<file path="src/hdl/vn2d_pkg.sv">
// package for the 2d value noise block: item types, constants and lattice table
`timescale 1ns / 1ps

package vn2d_pkg;

  localparam int COORD_W = 24;
  localparam int NOISE_W = 16;
  localparam int BYTE_W  = 8;

  // integer part 255 wraps to grey level 0
  localparam logic [BYTE_W-1:0] PIX_MOD = 8'd255;

  typedef struct packed {
    logic [COORD_W-1:0] coord_x;
    logic [COORD_W-1:0] coord_y;
  } vn2d_in_t;

  typedef struct packed {
    logic [NOISE_W-1:0] noise_value;
    logic [BYTE_W-1:0]  pixel_byte;
  } vn2d_out_t;

  // lattice hash bytes, index 0 first
  localparam logic [7:0] LATTICE_TAB [256] = '{
    8'd208, 8'd34, 8'd231, 8'd213, 8'd32, 8'd248, 8'd233, 8'd56, 8'd161, 8'd78, 8'd24,
    8'd140, 8'd71, 8'd48, 8'd140, 8'd254, 8'd245, 8'd255, 8'd247, 8'd247, 8'd40,
    8'd185, 8'd248, 8'd251, 8'd245, 8'd28, 8'd124, 8'd204, 8'd204, 8'd76, 8'd36, 8'd1,
    8'd107, 8'd28, 8'd234, 8'd163, 8'd202, 8'd224, 8'd245, 8'd128, 8'd167, 8'd204,
    8'd9, 8'd92, 8'd217, 8'd54, 8'd239, 8'd174, 8'd173, 8'd102, 8'd193, 8'd189, 8'd190,
    8'd121, 8'd100, 8'd108, 8'd167, 8'd44, 8'd43, 8'd77, 8'd180, 8'd204, 8'd8, 8'd81,
    8'd70, 8'd223, 8'd11, 8'd38, 8'd24, 8'd254, 8'd210, 8'd210, 8'd177, 8'd32, 8'd81,
    8'd195, 8'd243, 8'd125, 8'd8, 8'd169, 8'd112, 8'd32, 8'd97, 8'd53, 8'd195, 8'd13,
    8'd203, 8'd9, 8'd47, 8'd104, 8'd125, 8'd117, 8'd114, 8'd124, 8'd165, 8'd203, 8'd181,
    8'd235, 8'd193, 8'd206, 8'd70, 8'd180, 8'd174, 8'd0, 8'd167, 8'd181, 8'd41,
    8'd164, 8'd30, 8'd116, 8'd127, 8'd198, 8'd245, 8'd146, 8'd87, 8'd224, 8'd149, 8'd206,
    8'd57, 8'd4, 8'd192, 8'd210, 8'd65, 8'd210, 8'd129, 8'd240, 8'd178, 8'd105,
    8'd228, 8'd108, 8'd245, 8'd148, 8'd140, 8'd40, 8'd35, 8'd195, 8'd38, 8'd58, 8'd65,
    8'd207, 8'd215, 8'd253, 8'd65, 8'd85, 8'd208, 8'd76, 8'd62, 8'd3, 8'd237, 8'd55, 8'd89,
    8'd232, 8'd50, 8'd217, 8'd64, 8'd244, 8'd157, 8'd199, 8'd121, 8'd252, 8'd90, 8'd17,
    8'd212, 8'd203, 8'd149, 8'd152, 8'd140, 8'd187, 8'd234, 8'd177, 8'd73, 8'd174,
    8'd193, 8'd100, 8'd192, 8'd143, 8'd97, 8'd53, 8'd145, 8'd135, 8'd19, 8'd103, 8'd13,
    8'd90, 8'd135, 8'd151, 8'd199, 8'd91, 8'd239, 8'd247, 8'd33, 8'd39, 8'd145,
    8'd101, 8'd120, 8'd99, 8'd3, 8'd186, 8'd86, 8'd99, 8'd41, 8'd237, 8'd203, 8'd111,
    8'd79, 8'd220, 8'd135, 8'd158, 8'd42, 8'd30, 8'd154, 8'd120, 8'd67, 8'd87, 8'd167,
    8'd135, 8'd176, 8'd183, 8'd191, 8'd253, 8'd115, 8'd184, 8'd21, 8'd233, 8'd58, 8'd129,
    8'd233, 8'd142, 8'd39, 8'd128, 8'd211, 8'd118, 8'd137, 8'd139, 8'd255,
    8'd114, 8'd20, 8'd218, 8'd113, 8'd154, 8'd27, 8'd127, 8'd246, 8'd250, 8'd1, 8'd8,
    8'd198, 8'd250, 8'd209, 8'd92, 8'd222, 8'd173, 8'd21, 8'd88, 8'd102, 8'd219
  };

  // one lattice byte
  function automatic logic [7:0] lattice_byte(input logic [7:0] idx);
    return LATTICE_TAB[idx];
  endfunction

endpackage

</file>
<file path="src/hdl/vn2d_weight.sv">
// two-stage smoothstep weight: w = f*f*(3*2^F - 2f) >> 2F
`timescale 1ns / 1ps

module vn2d_weight #(
  parameter int FRAC_BITS = 8
) (
  input  logic                 clk,
  input  logic                 en_a,
  input  logic                 en_b,
  input  logic [FRAC_BITS-1:0] frac,
  output logic [FRAC_BITS-1:0] weight
);

  localparam int F = FRAC_BITS;
  localparam logic [F+1:0] THREE_ONE = (F+2)'(3) << F;

  logic [F-1:0]    frac_r;
  logic [2*F-1:0]  fsq_r;
  logic [F-1:0]    weight_r;
  logic [F+1:0]    slope;
  logic [3*F+1:0]  prod;

  // first stage: square of the fraction
  always_ff @(posedge clk) begin
    if (en_a) begin
      frac_r <= frac;
      fsq_r  <= frac * frac;
    end
  end

  // second stage: scale by (3 - 2f) and drop 2F fraction bits
  always_comb begin
    slope = THREE_ONE - {1'b0, frac_r, 1'b0};
    prod  = (3*F+2)'(fsq_r) * (3*F+2)'(slope);
  end

  always_ff @(posedge clk) begin
    if (en_b) begin
      weight_r <= prod[3*F-1:2*F];
    end
  end

  assign weight = weight_r;

endmodule

</file>
<file path="src/hdl/value_noise_2d.sv">
// 2d value noise with smoothstep blend, four-stage pipeline
`timescale 1ns / 1ps

// Takes one coordinate pair per clock unless out_ready stalls, and returns one
// noise item (Q8.8 value and grey byte). Stage 1 hashes the row and squares the
// fractions, stage 2 looks up the four corners and finishes the weights,
// stage 3 blends along x, stage 4 blends along y into the output register.
// Every stage holds its own valid bit, so stalls on out_ready back up only
// as far as needed and bubbles are squeezed out; in_ready stays high while
// any stage is free. The lattice table is constant logic. The seed is written
// through the cfg port, always ready, and should change only while idle.
module value_noise_2d #(
  parameter int FRAC_BITS = 8
) (
  input  logic                clk,
  input  logic                rst_n,
  input  logic                in_valid,
  output logic                in_ready,
  input  vn2d_pkg::vn2d_in_t  in_data,
  output logic                out_valid,
  input  logic                out_ready,
  output vn2d_pkg::vn2d_out_t out_data,
  input  logic                cfg_valid,
  output logic                cfg_ready,
  input  logic [7:0]          cfg_data
);

  import vn2d_pkg::*;

  localparam int F   = FRAC_BITS;
  localparam int RSH = (F >= 8) ? F - 8 : 0;
  localparam int LSH = (F < 8) ? 8 - F : 0;

  logic [7:0] seed_r;

  logic v1_r, v2_r, v3_r, v4_r;
  logic en1, en2, en3, en4;

  logic [7:0] xi1_r, row0_r, row1_r;
  logic [7:0] c00_r, c10_r, c01_r, c11_r;
  logic [F-1:0] wx, wy;
  logic [F-1:0] wy3_r;
  logic [F+7:0] lo_r, hi_r;
  vn2d_out_t out_r;

  logic [7:0] xi, yi, ridx0, ridx1, xi1p;
  logic signed [8:0]     dlo, dhi;
  logic signed [F+9:0]   plo, phi, slo, shi;
  logic signed [F+8:0]   dv;
  logic signed [2*F+9:0] pv, sv;
  logic [F+7:0]          vq;
  logic [F+15:0]         vw;
  logic [NOISE_W-1:0]    q88;
  vn2d_out_t             out_nxt;

  // seed register
  assign cfg_ready = 1'b1;

  always_ff @(posedge clk) begin
    if (!rst_n) begin
      seed_r <= '0;
    end else if (cfg_valid && cfg_ready) begin
      seed_r <= cfg_data;
    end
  end

  // stage enables: a stage loads when it is empty or its successor moves
  assign en4      = !v4_r || out_ready;
  assign en3      = !v3_r || en4;
  assign en2      = !v2_r || en3;
  assign en1      = !v1_r || en2;
  assign in_ready = en1;

  always_ff @(posedge clk) begin
    if (!rst_n) begin
      v1_r <= 1'b0;
      v2_r <= 1'b0;
      v3_r <= 1'b0;
      v4_r <= 1'b0;
    end else begin
      if (en1) v1_r <= in_valid;
      if (en2) v2_r <= v1_r;
      if (en3) v3_r <= v2_r;
      if (en4) v4_r <= v3_r;
    end
  end

  // stage 1: row hash for both lattice rows
  always_comb begin
    xi    = in_data.coord_x[F +: 8];
    yi    = in_data.coord_y[F +: 8];
    ridx0 = yi + seed_r;
    ridx1 = ridx0 + 8'd1;
  end

  always_ff @(posedge clk) begin
    if (en1) begin
      xi1_r  <= xi;
      row0_r <= lattice_byte(ridx0);
      row1_r <= lattice_byte(ridx1);
    end
  end

  // weights over stages 1 and 2
  vn2d_weight #(.FRAC_BITS(F)) u_weight_x (
    .clk    (clk),
    .en_a   (en1),
    .en_b   (en2),
    .frac   (in_data.coord_x[F-1:0]),
    .weight (wx)
  );

  vn2d_weight #(.FRAC_BITS(F)) u_weight_y (
    .clk    (clk),
    .en_a   (en1),
    .en_b   (en2),
    .frac   (in_data.coord_y[F-1:0]),
    .weight (wy)
  );

  // stage 2: four corner lookups
  assign xi1p = xi1_r + 8'd1;

  always_ff @(posedge clk) begin
    if (en2) begin
      c00_r <= lattice_byte(row0_r + xi1_r);
      c10_r <= lattice_byte(row0_r + xi1p);
      c01_r <= lattice_byte(row1_r + xi1_r);
      c11_r <= lattice_byte(row1_r + xi1p);
    end
  end

  // stage 3: blend along x, exact since corners have no fraction bits
  always_comb begin
    dlo = $signed({1'b0, c10_r}) - $signed({1'b0, c00_r});
    dhi = $signed({1'b0, c11_r}) - $signed({1'b0, c01_r});
    plo = $signed({1'b0, wx}) * dlo;
    phi = $signed({1'b0, wx}) * dhi;
    slo = $signed({2'b00, c00_r, {F{1'b0}}}) + plo;
    shi = $signed({2'b00, c01_r, {F{1'b0}}}) + phi;
  end

  always_ff @(posedge clk) begin
    if (en3) begin
      lo_r  <= slo[F+7:0];
      hi_r  <= shi[F+7:0];
      wy3_r <= wy;
    end
  end

  // stage 4: blend along y with floor shift, rescale to Q8.8
  always_comb begin
    dv  = $signed({1'b0, hi_r}) - $signed({1'b0, lo_r});
    pv  = $signed({1'b0, wy3_r}) * dv;
    sv  = $signed({{(F+2){1'b0}}, lo_r}) + (pv >>> F);
    vq  = sv[F+7:0];
    vw  = (F+16)'(vq);
    q88 = NOISE_W'((vw >> RSH) << LSH);
    out_nxt.noise_value = q88;
    out_nxt.pixel_byte  = (q88[15:8] == PIX_MOD) ? '0 : q88[15:8];
  end

  always_ff @(posedge clk) begin
    if (en4) begin
      out_r <= out_nxt;
    end
  end

  assign out_valid = v4_r;
  assign out_data  = out_r;

endmodule

</file>
<file path="config.mk">
export PLATFORM = sky130hd
export DESIGN_NAME = value_noise_2d
export DESIGN_NICKNAME = d
export VERILOG_FILES = /design/src/hdl/vn2d_pkg.sv /design/src/hdl/vn2d_weight.sv /design/src/hdl/value_noise_2d.sv
export SDC_FILE = /design/constraint.sdc
export NUM_CORES = 2
export LEC_CHECK = 0
export BUFFER_PORTS_ARGS = -buffer_cell sky130_fd_sc_hd__buf_2
export CAP_MARGIN = 20
export CORE_MARGIN = 2
export CORE_UTILIZATION = 45
export CTS_BUF_LIST = sky130_fd_sc_hd__clkbuf_4
export DETAILED_ROUTE_END_ITERATION = 8
export PLACE_DENSITY_LB_ADDON = 0.2
export SLEW_MARGIN = 10
export SYNTH_ARGS = -nofsm -noshare
export SYNTH_HDL_FRONTEND = slang
export SYNTH_SLANG_ARGS = --single-unit
</file>
<file path="constraint.sdc">
create_clock -name clk -period 13.3 [get_ports clk]
set_input_delay 1.33 -clock clk [delete_from_list [all_inputs] [get_ports clk]]
set_output_delay 1.33 -clock clk [all_outputs]
set_load 0.1 [all_outputs]
</file>
==> impl_metrics.env <==
export IMPL_critPathKind="reg2reg"
export IMPL_wl_per_cell_um=21.5
export IMPL_floorplan_io_pins=88
export IMPL_htree_num_levels=4
export IMPL_number_of_clock_sinks=192
export IMPL_synth_largest_area_cell="sky130_fd_sc_hd__fa_1"
export IMPL_final_cell_count_no_fill=7423
export IMPL_numPortBuffers=70
export IMPL_worstHoldPathType="reg2reg"
export IMPL_ctsHoldBuffers=0
export IMPL_drt_pre_antenna_iters=9
export IMPL_cts_repair_resized=0
export IMPL_clkTransAtPathRegs_ps=180
export IMPL_rsz_0062_raised_after_global_routing="false"
export IMPL_synth_common_cells="782 x sky130_fd_sc_hd__nand2_1, 676 x sky130_fd_sc_hd__inv_1, 451 x sky130_fd_sc_hd__fa_1"
export IMPL_drt_initial_drc_count=6763
export IMPL_synth_top_area_share_pct=18.5
export IMPL_tritoncts="done"
export IMPL_design_final_nets=6958
export IMPL_core_box_area_mm2=0.107
export IMPL_avgSynthCellArea_um2=7.74
export IMPL_grt_overflow=0
export IMPL_dp_cells=7384
export IMPL_layout_drive_gt1_share_pct=5.37
export IMPL_drt_total_wl_um=160000
export IMPL_via_total_after_detailed_routing=47900
export IMPL_most_common_flop_cell_mapped_by_yosys="sky130_fd_sc_hd__edfxtp_1"
export IMPL_grt_max_degree=93
export IMPL_dp_final_hpwl_um=112000
export IMPL_dieArea_mm2=0.111
export IMPL_max_freq_mhz=103
export IMPL_timing_max_slew_rel_slack_pct=21.9
export IMPL_worst_slew_pin_transition_ps=1160
export IMPL_detail_route_vias_per_cell=6.46
export IMPL_synthesis_instances=6295
export IMPL_core_rowCount=120
export IMPL_timing_max_transition_violations_final=0
export IMPL_arrival_ps=10240
export IMPL_run_status="finished clean"
export IMPL_crit_fanout=8
export IMPL_timing_critical_path_required_ps=13870
export IMPL_grt_pass1_wl_um=255000
export IMPL_final_hold_viol_count=0
export IMPL_syn_cell_area_mm2=0.0487
export IMPL_grt_antenna_before_repair=3
export IMPL_tritoncts_num_buffers=17
export IMPL_routabilityCongestion=0.980
export IMPL_synth_edff_count=180
export IMPL_first_global_vias=46100
export IMPL_clock_path_buffers=2
export IMPL_groute_usage_overall_pct=28.2
export IMPL_period_minus_slack_ps=9680
export IMPL_critPathBufInv=4
export IMPL_final_period_utilization_pct=72.8
export IMPL_final_setup_viol_count=0
export IMPL_die_width_um=333
export IMPL_synth_top_cells_by_area="sky130_fd_sc_hd__fa_1 19%, sky130_fd_sc_hd__ha_1 11%, sky130_fd_sc_hd__edfxtp_1 11%, sky130_fd_sc_hd__nand2_1 6.0%, sky130_fd_sc_hd__inv_1 5.2%"
export IMPL_cell_family_with_the_largest_share_of_critical_path_delay="adder cells"
export IMPL_drc_violations_left=0
export IMPL_max_cap_violations=0
export IMPL_area_growth_syn_to_layout_pct=3.33
export IMPL_post_synth_num_cell_types=99
export IMPL_synth_sequential_area_ratio_pct=11.6
export IMPL_timing_clock_skew_ps=58.6
export IMPL_setup_worst_path_start_class="register"
export IMPL_timing_critical_path_to_type="register"
export IMPL_die_h_um=333
export IMPL_synth_warn=0
export IMPL_post_synth_top_count_cell="sky130_fd_sc_hd__nand2_1"
export IMPL_critical_path_max_stage_delay_ps=570
export IMPL_cts_root_buffer_cell="sky130_fd_sc_hd__clkbuf_4"
export IMPL_postSynthRegisterBits=192
export IMPL_worstSkewPairLatency_ps=830
export IMPL_cts_setup_buffers=0
export IMPL_critical_path_top_cell_by_count="sky130_fd_sc_hd__fa_1"
export IMPL_initial_utilization_pct=45.5
export IMPL_critical_path_slowest_cell="sky130_fd_sc_hd__fa_1"
export IMPL_timing_setup_tns_ps=0
export IMPL_async_flop_share_pct=0
export IMPL_final_antenna_net_count=0
## state kept, by name, summed over array words and instances (netlist names), 15 cells and up
name	count
out_data	24
hi_r	16
lo_r	16
u_weight_x.fsq_r	15
u_weight_y.fsq_r	15
## layer usage
layer / share of wire (%) / vias to the layer above / wire length (um) / track usage, %
li1: - / 21600 / - / -
met1: 40 / 22800 / 64200 / 37.7
met2: 44 / 2970 / 70800 / 44.1
met3: 10 / 629 / 16400 / 4.97
met4: 5.2 / 0 / 8270 / 13.6
met5: 0 / - / 0 / 0
## layout by cell type, fill, tap and decap left out, types with 54 or more instances in the layout
cell type                  netlist  final
sky130_fd_sc_hd__edfxtp_1      180    180
sky130_fd_sc_hd__and2_1        224    224
sky130_fd_sc_hd__a211oi_1       96     94
sky130_fd_sc_hd__a21o_1         54     54
sky130_fd_sc_hd__xnor2_1       153    132
sky130_fd_sc_hd__buf_2          47     70
sky130_fd_sc_hd__o311ai_0       66     66
sky130_fd_sc_hd__a311oi_1       87     87
sky130_fd_sc_hd__inv_1         676    675
sky130_fd_sc_hd__ha_1          443    439
sky130_fd_sc_hd__fa_1          451    451
sky130_fd_sc_hd__nor3_1        154    154
sky130_fd_sc_hd__buf_4           2    111
sky130_fd_sc_hd__o21ai_0       330    330
sky130_fd_sc_hd__nand2_1       782    778
sky130_fd_sc_hd__nor2_1        401    397
sky130_fd_sc_hd__a31oi_1        95     95
sky130_fd_sc_hd__nand3_1       166    166
sky130_fd_sc_hd__o211ai_1      133    133
sky130_fd_sc_hd__a21oi_1       406    406
## stage by stage
| stage | worst slack, ps | instance area [um^2] | hold WS (ps) | util [%] |
|---|---|---|---|---|
| 5_1_grt | 2850 | 50400 | 458 | 47.0 |
| 2_1_floorplan | 4900 | 48800 | 400 | - |
| 4_1_cts | 3570 | 50300 | 448 | 46.9 |
| 3_3_place_gp | 3730 | 50000 | 404 | 46.7 |
| 3_5_place_dp | 3620 | 50100 | 407 | 46.7 |
| 6_report | 3620 | 50400 | 446 | 47.0 |
## cell type report
type	count	area, um^2
Inverter	689	2590
Timing Repair Buffer	182	1190
Multi-Input combinational cell	4921	38900
Tap cell	1403	1760
Clock buffer	17	128
Sequential cell	192	5650
Antenna cell	4	10.0
Fill cell	10700	56800
Clock inverter	15	141
## worst paths after layout
path	from	to	cells past startpoint	slack, ps
min	u_weight_y.weight[2]$_DFFE_PP_	wy3_r[2]$_DFFE_PP_	0	450
max reg2reg	lo_r[0]$_DFFE_PP_	out_data[0]$_SDFFCE_PN0P_	35	3620
max	lo_r[0]$_DFFE_PP_	out_data[0]$_SDFFCE_PN0P_	35	3620
min reg2reg	u_weight_y.weight[2]$_DFFE_PP_	wy3_r[2]$_DFFE_PP_	0	450
## kinds of logic after synthesis
family                     after synthesis  synth area share, %
adders and majority gates              895                 29.9
buffers and inverters                 1195                 9.34
and+or+nand+nor                       1967                 18.6
AOI/OAI and AO/OA                     1779                 24.8
DFF                                    192                 11.6
other                                    2               0.0154
xor gates and xnor gates               209                 4.06
muxes                                   56                 1.75
Power is left out: the tool's default activity adds up to more than one toggle a clock period on the data nets, which glitch-free logic cannot reach.
